<file path="config.mk">
export PLATFORM = sky130hd
export DESIGN_NAME = lift_fork_intake_interlock_core
export DESIGN_NICKNAME = d
export VERILOG_FILES = /design/src/sv/lfii_pkg.sv /design/src/sv/lift_fork_intake_interlock_core.sv
export SDC_FILE = /design/constraint.sdc
export NUM_CORES = 1
export LEC_CHECK = 0
export BUFFER_PORTS_ARGS = -buffer_cell sky130_fd_sc_hd__buf_4
export CAP_MARGIN = 25
export CORE_ASPECT_RATIO = 1.75
export CORE_UTILIZATION = 60
export CTS_BUF_LIST = sky130_fd_sc_hd__clkbuf_4 sky130_fd_sc_hd__clkbuf_8 sky130_fd_sc_hd__clkbuf_16
export CTS_CLUSTER_SIZE = 12
export DETAILED_ROUTE_END_ITERATION = 16
export PLACE_DENSITY = 0.93
export SYNTH_ARGS = -nofsm -noshare
export SYNTH_HDL_FRONTEND = slang
export SYNTH_SLANG_ARGS = --single-unit
</file>
<file path="constraint.sdc">
create_clock -name clk -period 10.97 [get_ports clk]
set_input_delay 1.097 -clock clk [delete_from_list [all_inputs] [get_ports clk]]
set_output_delay 1.097 -clock clk [all_outputs]
set_load 0.005 [all_outputs]
</file>
<file path="src/sv/lfii_pkg.sv">
package lfii_pkg;

  localparam int POSITION_WIDTH_DEFAULT   = 32;
  localparam int TICK_COUNT_WIDTH_DEFAULT = 16;

  localparam int CFG_ADDR_WIDTH = 5;

  typedef enum logic [2:0] {
    REG_FORK_TRIP_CURRENT   = 3'd0,
    REG_INTAKE_TRIP_CURRENT = 3'd1,
    REG_DEADBAND_LOW        = 3'd2,
    REG_DEADBAND_HIGH       = 3'd3,
    REG_LIFT_DOWN_SPEED     = 3'd4,
    REG_FORK_SPEED_IN       = 3'd5,
    REG_FORK_SPEED_OUT      = 3'd6,
    REG_TOP_HOLD_TICKS      = 3'd7
  } reg_idx_t;

  localparam logic [11:0]        FORK_TRIP_CURRENT_RST   = 12'd4095;
  localparam logic [11:0]        INTAKE_TRIP_CURRENT_RST = 12'd4095;
  localparam logic signed [15:0] DEADBAND_LOW_RST        = -16'sd3277;
  localparam logic signed [15:0] DEADBAND_HIGH_RST       = 16'sd3277;
  localparam logic [14:0]        LIFT_DOWN_SPEED_RST     = 15'd16384;
  localparam logic [14:0]        FORK_SPEED_IN_RST       = 15'd16384;
  localparam logic [14:0]        FORK_SPEED_OUT_RST      = 15'd16384;
  localparam logic [15:0]        TOP_HOLD_TICKS_RST      = 16'd50;

  localparam logic [14:0] Q15_POINT3 = 15'd9830;
  localparam logic [14:0] Q15_POINT7 = 15'd22938;
  localparam logic [14:0] Q15_HALF   = 15'd16384;
  localparam logic [14:0] Q15_MAX    = 15'd32767;

  localparam int BTN_INTAKE_ON  = 0;
  localparam int BTN_INTAKE_OFF = 1;
  localparam int BTN_FORK_IN    = 2;
  localparam int BTN_FORK_OUT   = 3;
  localparam int BTN_FORK_STOP  = 4;

  localparam int LIM_FORK_INNER = 0;
  localparam int LIM_FORK_OUTER = 1;
  localparam int LIM_LIFT_LOW   = 2;
  localparam int LIM_LIFT_HIGH  = 3;

  localparam logic MODE_MANUAL = 1'b0;
  localparam logic MODE_AUTO   = 1'b1;

endpackage

</file>
<file path="src/sv/lift_fork_intake_interlock_core.sv">
// Channel | Direction | Payload
// s_*     | in        | tuser: mode; tdata: buttons, limit_switches, stick_y,
//         |           |   lift_position, fork_current, left/right_intake_current
// m_*     | out       | tdata: intake_on, fork_drive, lift_drive, hold_enable,
//         |           |   hold_setpoint, forks_moving_in
// APB     | in/out    | eight configuration registers at 4*i
//
// One word per cycle sustained while the output is not stalled.
// Input register, then one pass of flag logic and a 15x15 constant multiply
// into the output register, which also updates the interlock state.
// Synchronous reset clears state, valids and registers to their reset values.
// A stalled output holds its word; the input register still drains into it
// whenever the output is empty or being taken.
module lift_fork_intake_interlock_core #(
  parameter int POSITION_WIDTH   = lfii_pkg::POSITION_WIDTH_DEFAULT,
  parameter int TICK_COUNT_WIDTH = lfii_pkg::TICK_COUNT_WIDTH_DEFAULT,
  localparam int IN_BITS  = 61 + POSITION_WIDTH,
  localparam int IN_W     = ((IN_BITS + 7) / 8) * 8,
  localparam int OUT_BITS = 35 + POSITION_WIDTH,
  localparam int OUT_W    = ((OUT_BITS + 7) / 8) * 8
) (
  input  logic                                clk,
  input  logic                                rst,
  input  logic                                s_tvalid,
  output logic                                s_tready,
  // buttons, limit_switches, stick_y, lift_position, fork_current,
  // left_intake_current, right_intake_current, zero pad
  input  logic [IN_W-1:0]                     s_tdata,
  // mode
  input  logic                                s_tuser,
  output logic                                m_tvalid,
  input  logic                                m_tready,
  // intake_on, fork_drive, lift_drive, hold_enable, hold_setpoint,
  // forks_moving_in, zero pad
  output logic [OUT_W-1:0]                    m_tdata,
  input  logic                                psel,
  input  logic                                penable,
  input  logic                                pwrite,
  input  logic [lfii_pkg::CFG_ADDR_WIDTH-1:0] paddr,
  input  logic [31:0]                         pwdata,
  output logic [31:0]                         prdata,
  output logic                                pready
);

  localparam int POS_LSB  = 25;
  localparam int FCUR_LSB = POS_LSB + POSITION_WIDTH;
  localparam int LCUR_LSB = FCUR_LSB + 12;
  localparam int RCUR_LSB = LCUR_LSB + 12;
  localparam int SET_LSB  = 34;
  localparam int MOVE_BIT = SET_LSB + POSITION_WIDTH;

  // configuration
  logic [11:0]        fork_trip_current;
  logic [11:0]        intake_trip_current;
  logic signed [15:0] deadband_low;
  logic signed [15:0] deadband_high;
  logic [14:0]        lift_down_speed;
  logic [14:0]        fork_speed_in;
  logic [14:0]        fork_speed_out;
  logic [15:0]        top_hold_ticks;
  lfii_pkg::reg_idx_t cfg_idx;
  logic               cfg_write;

  assign pready    = 1'b1;
  assign cfg_idx   = lfii_pkg::reg_idx_t'(paddr[4:2]);
  assign cfg_write = psel & penable & pwrite & pready;

  always_ff @(posedge clk) begin
    if (rst) begin
      fork_trip_current   <= lfii_pkg::FORK_TRIP_CURRENT_RST;
      intake_trip_current <= lfii_pkg::INTAKE_TRIP_CURRENT_RST;
      deadband_low        <= lfii_pkg::DEADBAND_LOW_RST;
      deadband_high       <= lfii_pkg::DEADBAND_HIGH_RST;
      lift_down_speed     <= lfii_pkg::LIFT_DOWN_SPEED_RST;
      fork_speed_in       <= lfii_pkg::FORK_SPEED_IN_RST;
      fork_speed_out      <= lfii_pkg::FORK_SPEED_OUT_RST;
      top_hold_ticks      <= lfii_pkg::TOP_HOLD_TICKS_RST;
    end else if (cfg_write) begin
      unique case (cfg_idx)
        lfii_pkg::REG_FORK_TRIP_CURRENT:   fork_trip_current   <= pwdata[11:0];
        lfii_pkg::REG_INTAKE_TRIP_CURRENT: intake_trip_current <= pwdata[11:0];
        lfii_pkg::REG_DEADBAND_LOW:        deadband_low        <= pwdata[15:0];
        lfii_pkg::REG_DEADBAND_HIGH:       deadband_high       <= pwdata[15:0];
        lfii_pkg::REG_LIFT_DOWN_SPEED:     lift_down_speed     <= pwdata[14:0];
        lfii_pkg::REG_FORK_SPEED_IN:       fork_speed_in       <= pwdata[14:0];
        lfii_pkg::REG_FORK_SPEED_OUT:      fork_speed_out      <= pwdata[14:0];
        lfii_pkg::REG_TOP_HOLD_TICKS:      top_hold_ticks      <= pwdata[15:0];
        default: ;
      endcase
    end
  end

  always_comb begin
    unique case (cfg_idx)
      lfii_pkg::REG_FORK_TRIP_CURRENT:   prdata = {20'd0, fork_trip_current};
      lfii_pkg::REG_INTAKE_TRIP_CURRENT: prdata = {20'd0, intake_trip_current};
      lfii_pkg::REG_DEADBAND_LOW:        prdata = {16'd0, deadband_low};
      lfii_pkg::REG_DEADBAND_HIGH:       prdata = {16'd0, deadband_high};
      lfii_pkg::REG_LIFT_DOWN_SPEED:     prdata = {17'd0, lift_down_speed};
      lfii_pkg::REG_FORK_SPEED_IN:       prdata = {17'd0, fork_speed_in};
      lfii_pkg::REG_FORK_SPEED_OUT:      prdata = {17'd0, fork_speed_out};
      lfii_pkg::REG_TOP_HOLD_TICKS:      prdata = {16'd0, top_hold_ticks};
      default:                           prdata = '0;
    endcase
  end

  // input register
  logic                 in_valid;
  logic [IN_BITS-1:0]   in_data;
  logic                 in_mode;
  logic                 advance;

  assign advance  = !m_tvalid || m_tready;
  assign s_tready = !in_valid || advance;

  always_ff @(posedge clk) begin
    if (rst) begin
      in_valid <= 1'b0;
    end else if (s_tready) begin
      in_valid <= s_tvalid;
    end
  end

  always_ff @(posedge clk) begin
    if (s_tvalid && s_tready) begin
      in_data <= s_tdata[IN_BITS-1:0];
      in_mode <= s_tuser;
    end
  end

  logic [4:0]                buttons;
  logic [3:0]                limits;
  logic signed [15:0]        stick_y;
  logic [POSITION_WIDTH-1:0] lift_position;
  logic [11:0]               fork_current;
  logic [11:0]               left_intake_current;
  logic [11:0]               right_intake_current;

  assign buttons              = in_data[4:0];
  assign limits               = in_data[8:5];
  assign stick_y              = in_data[24:9];
  assign lift_position        = in_data[POS_LSB +: POSITION_WIDTH];
  assign fork_current         = in_data[FCUR_LSB +: 12];
  assign left_intake_current  = in_data[LCUR_LSB +: 12];
  assign right_intake_current = in_data[RCUR_LSB +: 12];

  // interlock state
  logic                        intakes_running, intakes_running_next;
  logic                        fork_in_flag, fork_in_flag_next;
  logic                        fork_out_flag, fork_out_flag_next;
  logic signed [15:0]          fork_command, fork_command_next;
  logic                        top_lockout, top_lockout_next;
  logic [TICK_COUNT_WIDTH-1:0] top_tick_count, top_tick_count_next;
  logic                        hold_active, hold_active_next;
  logic [POSITION_WIDTH-1:0]   hold_position, hold_position_next;
  logic signed [15:0]          lift_drive;

  logic [29:0] up_product;
  logic [30:0] up_rounded;
  logic [16:0] up_sum;
  logic [14:0] up_drive;

  assign up_product = stick_y[14:0] * lfii_pkg::Q15_POINT7;
  assign up_rounded = {1'b0, up_product} + 31'(lfii_pkg::Q15_HALF);
  assign up_sum     = 17'(lfii_pkg::Q15_POINT3) + 17'(up_rounded[30:15]);
  assign up_drive   = (up_sum > 17'(lfii_pkg::Q15_MAX)) ? lfii_pkg::Q15_MAX : up_sum[14:0];

  always_comb begin
    intakes_running_next = intakes_running;
    fork_in_flag_next    = fork_in_flag;
    fork_out_flag_next   = fork_out_flag;
    fork_command_next    = fork_command;
    top_lockout_next     = top_lockout;
    top_tick_count_next  = top_tick_count;
    hold_active_next     = hold_active;
    hold_position_next   = hold_position;
    lift_drive           = '0;

    if (buttons[lfii_pkg::BTN_FORK_IN]) begin
      fork_in_flag_next  = 1'b1;
      fork_out_flag_next = 1'b0;
      fork_command_next  = -$signed({1'b0, fork_speed_in});
    end
    if (buttons[lfii_pkg::BTN_FORK_OUT]) begin
      fork_out_flag_next = 1'b1;
      fork_in_flag_next  = 1'b0;
      fork_command_next  = $signed({1'b0, fork_speed_out});
    end
    if (in_mode == lfii_pkg::MODE_MANUAL && buttons[lfii_pkg::BTN_FORK_STOP]) begin
      fork_in_flag_next  = 1'b0;
      fork_out_flag_next = 1'b0;
    end
    if (!fork_in_flag_next && !fork_out_flag_next) begin
      fork_command_next = '0;
    end
    if (in_mode == lfii_pkg::MODE_AUTO) begin
      if (fork_out_flag_next && limits[lfii_pkg::LIM_FORK_OUTER]) begin
        fork_out_flag_next = 1'b0;
      end else if (limits[lfii_pkg::LIM_FORK_INNER]) begin
        fork_in_flag_next = 1'b0;
      end
    end else begin
      if (limits[lfii_pkg::LIM_FORK_OUTER]) fork_out_flag_next = 1'b0;
      if (limits[lfii_pkg::LIM_FORK_INNER]) fork_in_flag_next = 1'b0;
    end
    if (fork_current > fork_trip_current) begin
      fork_command_next  = '0;
      fork_in_flag_next  = 1'b0;
      fork_out_flag_next = 1'b0;
    end

    if (in_mode == lfii_pkg::MODE_MANUAL) begin
      if (buttons[lfii_pkg::BTN_INTAKE_ON]) intakes_running_next = 1'b1;
      if (buttons[lfii_pkg::BTN_INTAKE_OFF]) intakes_running_next = 1'b0;
      if (left_intake_current > intake_trip_current ||
          right_intake_current > intake_trip_current) begin
        intakes_running_next = 1'b0;
      end

      if (limits[lfii_pkg::LIM_LIFT_HIGH]) begin
        top_lockout_next    = 1'b1;
        top_tick_count_next = '0;
      end else if (top_lockout && top_tick_count != '1) begin
        top_tick_count_next = top_tick_count + 1'b1;
      end
      if (top_lockout_next &&
          (32'(top_tick_count_next) > 32'(top_hold_ticks) || top_tick_count_next == '1)) begin
        top_lockout_next = 1'b0;
      end

      if (stick_y > deadband_low && stick_y < deadband_high) begin
        if (!hold_active) begin
          hold_position_next = lift_position;
          hold_active_next   = 1'b1;
        end
      end else begin
        hold_active_next = 1'b0;
        if (stick_y > 16'sd0 && !limits[lfii_pkg::LIM_LIFT_HIGH] && !top_lockout_next) begin
          lift_drive = $signed({1'b0, up_drive});
        end else if (stick_y < 16'sd0 && !limits[lfii_pkg::LIM_LIFT_LOW]) begin
          lift_drive = -$signed({1'b0, lift_down_speed});
        end
      end
    end
  end

  logic                 step;
  logic [OUT_W-1:0]     out_word;

  assign step = in_valid && advance;

  always_comb begin
    out_word                           = '0;
    out_word[0]                        = intakes_running_next;
    out_word[16:1]                     = fork_command_next;
    out_word[32:17]                    = lift_drive;
    out_word[33]                       = hold_active_next;
    out_word[SET_LSB +: POSITION_WIDTH] = hold_position_next;
    out_word[MOVE_BIT]                 = fork_in_flag_next;
  end

  always_ff @(posedge clk) begin
    if (rst) begin
      intakes_running <= 1'b0;
      fork_in_flag    <= 1'b0;
      fork_out_flag   <= 1'b0;
      fork_command    <= '0;
      top_lockout     <= 1'b0;
      top_tick_count  <= '0;
      hold_active     <= 1'b0;
      hold_position   <= '0;
      m_tvalid        <= 1'b0;
    end else begin
      if (step) begin
        intakes_running <= intakes_running_next;
        fork_in_flag    <= fork_in_flag_next;
        fork_out_flag   <= fork_out_flag_next;
        fork_command    <= fork_command_next;
        top_lockout     <= top_lockout_next;
        top_tick_count  <= top_tick_count_next;
        hold_active     <= hold_active_next;
        hold_position   <= hold_position_next;
      end
      if (advance) begin
        m_tvalid <= in_valid;
      end
    end
  end

  always_ff @(posedge clk) begin
    if (step) begin
      m_tdata <= out_word;
    end
  end

endmodule

</file>
==> results of run 1 <==
==> logic make-up (layout without fill, tap and decap cells) <==
group | Yosys count | after routing | share of synthesized area
multiplexers | 84 | 84 | 0.04637
AO/OA/AOI/OAI | 490 | 490 | 0.1512
AND/OR/NAND/NOR | 747 | 747 | 0.1539
flip-flops | 349 | 349 | 0.3807
XOR/XNOR | 60 | 60 | 0.02410
other | 2 | 22 | 0.0003325
buffers and inverters | 378 | 524 | 0.06969
adder cells (fa/ha/maj) | 275 | 275 | 0.1736
==> cell usage after synthesis, types with 8 or more instances <==
library cell  instances  area (um2)
fa_1                 64        1281
nand2_1             287        1077
clkbuf_2             14       70.07
mux4_2               12       270.3
a21o_1               34       255.2
a2111oi_0             8       70.07
nor2_1              216       810.8
a221oi_1             10       87.58
dfxtp_1             188        3764
or3_1                16       100.1
o21ai_1              10       50.05
nand4_1              36       225.2
edfxtp_1            161        4835
inv_1               241       904.6
nand2b_1             17       106.4
buf_4                23       172.7
nor3_1               36       180.2
o21a_1               42       315.3
a211o_1              43       376.6
xor2_1               17       148.9
o21ai_0              49       245.2
a21oi_1             181       905.9
ha_1                211        2640
clkbuf_1             79       296.5
nand3_1              37       185.2
a31oi_1              11       68.82
and3_1               10       62.56
nor2b_1              15       93.84
nor4_1               15       93.84
nand3b_1              8       60.06
buf_1                 9       33.78
xnor2_1              42       367.9
mux2i_1              30       300.3
mux2_2               37       416.7
o211ai_1             13       97.59
==> layer usage <==
layer	routed length, um	GRT usage	up-vias
li1	-	-	8589
met1	20560	0.3261	8930
met2	33440	0.6227	977
met3	4930	0.06937	358
met4	6445	0.3061	0
met5	0	0	-
==> where the power goes <==
| part | switching, W | internal [W] | total, W |
|---|---|---|---|
| clock network | 0.000506 | 0.000676 | 0.00118 |
| logic | 0.00360 | 0.00201 | 0.00561 |
| registers | 0.0000372 | 0.00142 | 0.00145 |
==> final timing paths <==
path                    from              end  slack [ns]  depth (start not counted)
max              in_data[20]      m_tdata[20]        1.70                         29
min          fork_command[4]  fork_command[4]        0.46                          2
max reg2reg      in_data[20]      m_tdata[20]        1.70                         29
min reg2reg  fork_command[4]  fork_command[4]        0.46                          2
==> per-stage QoR <==
stage                     area, um2    util  instances  power (W)
after global placement        24250  0.6553       2961   0.006824
after detailed placement      24250  0.6553       2961   0.006978
final                         25410  0.6868       3026   0.008249
after floorplan               22660       -       2405   0.005801
after global routing          25410  0.6868       3026   0.008776
after CTS                     25380  0.6858       3022   0.008190
==> critical path: cells and delay by family, from the launching register on <==
family	cells	cell delay, ns
DFF	1	0.59
buffers and inverters	7	0.79
adders and majority gates	9	3.91
AOI/OAI and AO/OA	7	2.04
xor gates and xnor gates	1	0.37
and+or+nand+nor	5	1.31
==> flip-flops by register name (all words and copies together) (netlist names), 16 cells and up <==
signal          cells
hold_position      32
m_tdata            67
top_hold_ticks     16
deadband_low       16
top_tick_count     16
in_data            93
fork_command       16
deadband_high      16
==> cell type report <==
| type | instances | area (um2) | area share |
|---|---|---|---|
| clock inverter | 3 | 55.05 | 0.002166 |
| sequential | 349 | 8598 | 0.3383 |
| tap | 475 | 594.3 | 0.02339 |
| inverter | 242 | 910.9 | 0.03584 |
| timing repair buffer | 221 | 1667 | 0.06558 |
| multi-input combinational | 1678 | 12520 | 0.4925 |
| clock buffer | 58 | 1072 | 0.04219 |
==> impl_metrics.toml, run 1 <==
[logic_synthesis]
flip_flop_and_latch_count_after_synthesis = 349
seq_total_area_yosys = 0.3807
post_synth_inst_count = 2385
postSynth.topFlopCell = "dfxtp_1"
synth_edf_count = 161
post_synth_num_cell_types = 110
ys_async_sr_fraction = 0
avgSynthCellArea_um2 = 9.469
synth.cell_area_mm2 = 0.02258
yosys_synthesis_warning_count = 0

[floorplan]
std_cell_rows = 93
die_w_um = 148.7
floorplan.initialDensity = 0.6103
ioPinCount = 248
core-area_mm2 = 0.03700
die_h_um = 258.7
floorplan.die_area_mm2 = 0.03845

[grt]
grt_max_degree = 84
overflow = 0
grt_util_all_layers = 0.3452
grt_pass1_wl_um = 101900
number_of_antenna_violations_at_the_first_check_in_global_routing = 0
grt_pass1_vias = 19810

[placed_design]
dp_hpwl_um = 48720
pre_cts_ws_ns = 1.766
io_buffers = 204
gp_congestion = 1.005

[power]
pd_cells_mw_per_mm2 = 324.6
power.ir.vdd_worst_mv = 0.4280
power_leakage_nw = 11.01

[finish]
insertedDiodeCount = 0
finish.net_count = 2943
share_of_layout_cells_above_drive_strength_1 = 0.1588
fill_cells = 2704
area.growth.synth_to_final_pct = 12.53
most-common-layout-cells = "nand2_1, inv_1, buf_4"
layout.cells.most_common = "nand2_1"

[clock_network]
cts_max_level = 2
cts_setup_buffers = 0
postCtsResizedCells = 0
cts_tree = "yes"
cts-buffers-inserted = 35
cts-root-to-sink-buffers = 3
worst_skew_pair_later_pin_latency_ns = 0.56
root_buffer = "clkbuf_16"
path_clk_slew_ns = 0.07
clock_sinks = 349
post_cts_hold_buffer_count = 0

[worst_setup_path]
critical_path.endpoint_type = "register"
critPathRequiredTime_ns = 11.26
crit_arrival_ns = 9.56
timing.setup.critical_path_class = "reg -> reg"
worst_path_max_delay_cell = "or4b_2"
timing.critical_path.slowest_cell_delay_ns = 0.62
cp-start-kind = "register"
critical_path.max_fanout = 16
worst_path_most_repeated_cell = "inv_1"

[routing]
drt_iter0_markers = 1537
post_dr_vias_cell = 6.231
postRouteWirelength_um = 65380
drc_errors = 0
first_pass_iters = 6
routed_wire_length_per_instance_um = 21.60
vias = 18850
drt.antenna.violating_nets = 0

[timing]
finalHoldViolCount = 0
rsz0062_at_grt = "no"
min_period_ns = 9.266
timing.clock.skew_ns = 0.02897
clock.fmax_mhz = 107.9
number_of_max_slew_violations_in_the_final_report = 0
worst_margin_slew_ns = 1.207
final-setup-viol-count = 0
timing.max_slew.rel_slack = 0.1956
final.setup.worst_slack_ns = 1.704
hold-worst-slack_ns = 0.4555
final_min_period_over_clock_period = 0.8447
setup_total_negative_slack_ns = 0

[status]
outcome = "completed"

[worst_hold_path]
worst_hold_check_path_type = "reg -> reg"

[job]
max_cap_viol_count = 0
Power figures use the tool's default switching activity.
==> run 2, diff against run 1 <==
--- a/config.mk
+++ b/config.mk
@@ -8,11 +8,11 @@
 export BUFFER_PORTS_ARGS = -buffer_cell sky130_fd_sc_hd__buf_4
 export CAP_MARGIN = 25
 export CORE_ASPECT_RATIO = 1.75
-export CORE_UTILIZATION = 60
+export CORE_UTILIZATION = 54
 export CTS_BUF_LIST = sky130_fd_sc_hd__clkbuf_4 sky130_fd_sc_hd__clkbuf_8 sky130_fd_sc_hd__clkbuf_16
 export CTS_CLUSTER_SIZE = 12
 export DETAILED_ROUTE_END_ITERATION = 16
-export PLACE_DENSITY = 0.93
+export PLACE_DENSITY = 0.89
 export SYNTH_ARGS = -nofsm -noshare
 export SYNTH_HDL_FRONTEND = slang
 export SYNTH_SLANG_ARGS = --single-unit
==> constraint.sdc (replaced) <==
create_clock -name clk -period 8.4 [get_ports clk]
set_input_delay 0.84 -clock clk [delete_from_list [all_inputs] [get_ports clk]]
set_output_delay 0.84 -clock clk [all_outputs]
set_load 0.005 [all_outputs]
==> run 2 against run 1 <==
Against the previous run: clock skew decreased by 0.017 ns; sequential power increased by 30%; via count decreased by 0.24%; final cell count increased by 3.4%; die area increased by 11%; combinational power increased by 34%; power increased by 33%; first-iteration DRC count decreased by 11%; fmax increased by 15%; design area increased by 1.5%; largest cell class unchanged.
==> impl_metrics.toml, run 2 (same netlist as run 1, synthesis figures left out) <==
[status]
outcome = "completed"

[grt]
grt_pass1_vias = 19490
overflow = 0
number_of_antenna_violations_at_the_first_check_in_global_routing = 0
grt_max_degree = 100
grt_pass1_wl_um = 100800
grt_util_all_layers = 0.3056

[clock_network]
cts-root-to-sink-buffers = 3
root_buffer = "clkbuf_16"
cts_max_level = 2
cts-buffers-inserted = 36
cts_tree = "yes"
worst_skew_pair_later_pin_latency_ns = 0.54
clock_sinks = 349
path_clk_slew_ns = 0.06

[worst_setup_path]
worst_path_max_delay_cell = "or4b_2"
critPathRequiredTime_ns = 8.75
endpoint_of_the_most_critical_setup_path = "m_tdata[19]"
worst-r2r-setup-slack_ns = 0.35
timing.rr.end = "m_tdata[19]"
cp-start-kind = "register"
timing.critical_path.slowest_cell_delay_ns = 0.62
worst_path_most_repeated_cell = "inv_1"
critical_path.endpoint_type = "register"
timing.setup.critical_path_class = "reg -> reg"
r2r-start = "in_data[9]"
critical_path.max_fanout = 6
crit_start = "in_data[9]"
worst-r2r-cell-count = 29
crit_arrival_ns = 8.40

[timing]
clock.fmax_mhz = 124.3
min_period_ns = 8.046
hold-worst-slack_ns = 0.4537
number_of_max_slew_violations_in_the_final_report = 0
timing.clock.skew_ns = 0.01233
finalHoldViolCount = 0
worst_margin_slew_ns = 1.116
final_min_period_over_clock_period = 0.9579
timing.max_slew.rel_slack = 0.2530
final-setup-viol-count = 0

[floorplan]
floorplan.initialDensity = 0.5498
ioPinCount = 248
core-area_mm2 = 0.04108
die_w_um = 156.6
die_h_um = 272.5
floorplan.die_area_mm2 = 0.04268
std_cell_rows = 98

[power]
power_w = 0.01101
pd_cells_mw_per_mm2 = 427.0
power.ir.vdd_worst_mv = 0.5955
power_leakage_nw = 11.16

[routing]
postRouteWirelength_um = 64060
drt.antenna.violating_nets = 0
first_pass_iters = 8
routed_wire_length_per_instance_um = 20.47
drc_errors = 0
drt_iter0_markers = 1375
post_dr_vias_cell = 6.011
vias = 18810

[finish]
finish.net_count = 2969
area.growth.synth_to_final_pct = 14.16
most-common-layout-cells = "nand2_1, buf_4, inv_1"
layout.cells.most_common = "nand2_1"
largest_register_ffs = 93
share_of_layout_cells_above_drive_strength_1 = 0.1703
layout_top_registers = "in_data x93, m_tdata x67, hold_position x32"
ff_latch_area_mm2 = 0.008598
instances_no_fill = 3129
fill_cells = 3213
max_flop_register = "in_data"
multi_input_comb_area_mm2 = 0.01256

[worst_hold_path]
worst_hold_check_path_type = "reg -> reg"

[job]
max_cap_viol_count = 0

[placed_design]
dp_hpwl_um = 48690
gp_congestion = 0.9633
io_buffers = 204
placed_cells_incl_taps = 3049
[run 2: final cells by class]
| cell class | instances | area share |
|---|---|---|
| tap | 550 | 0.02669 |
| multi-input combinational | 1678 | 0.4870 |
| antenna | 1 | 0.00009706 |
| clock inverter | 5 | 0.002135 |
| timing repair buffer | 246 | 0.07178 |
| inverter | 242 | 0.03533 |
| clock buffer | 58 | 0.04343 |
| sequential | 349 | 0.3335 |
[run 2: worst min path at each step]
stage	startpoint	endpoint	slack, ns	cells past startpoint
floorplan	fork_command[0]	fork_command[0]	0.44	2
global placement	deadband_low[6]	deadband_low[6]	0.44	2
detailed placement	fork_command[15]	fork_command[15]	0.45	2
CTS	deadband_low[6]	deadband_low[6]	0.46	2
global route	s_tdata[28]	in_data[28]	0.46	1
finish	fork_command[4]	fork_command[4]	0.45	2
[run 2: layer usage]
metal	wire length [um]	global-route usage
met5	0	0
met4	5435	0.2417
met3	4554	0.05090
met1	20720	0.2985
met2	33350	0.5624
[run 2: critical path, delay by kind of cell (launching register included)]
kind | cells | cell delay [ns]
xor+xnor | 2 | 0.29
compound gates | 6 | 1.23
buf+inv | 6 | 0.42
flops | 1 | 0.50
fa+ha+maj | 9 | 3.48
simple gates | 6 | 1.93
[run 2: where the power goes]
group / total [W] / internal (W) / switching (W)
logic: 0.00753 / 0.00287 / 0.00466
clock network: 0.00159 / 0.000924 / 0.000670
registers: 0.00189 / 0.00185 / 0.0000391
[run 2: through the flow]
| step | area (um2) | TNS [ns] | setup slack (ns) | util |
|---|---|---|---|---|
| 6_report | 25780 | 0 | 0.3537 | 0.6277 |
| 5_1_grt | 25780 | -0.007082 | -0.007082 | 0.6276 |
| 4_1_cts | 25610 | 0 | 0.1526 | 0.6236 |
| 3_5_place_dp | 24440 | 0 | 0.1905 | 0.5950 |
| 3_3_place_gp | 24430 | 0 | 0.3574 | 0.5948 |
| 2_1_floorplan | 22660 | 0 | 0.6549 | - |
[run 2: what timing repair did]
item                       4_1_cts  5_1_grt
hold buffers                     0        0
setup endpoints to repair        0       15
resized for setup                0       10
buffers inserted                 0       14
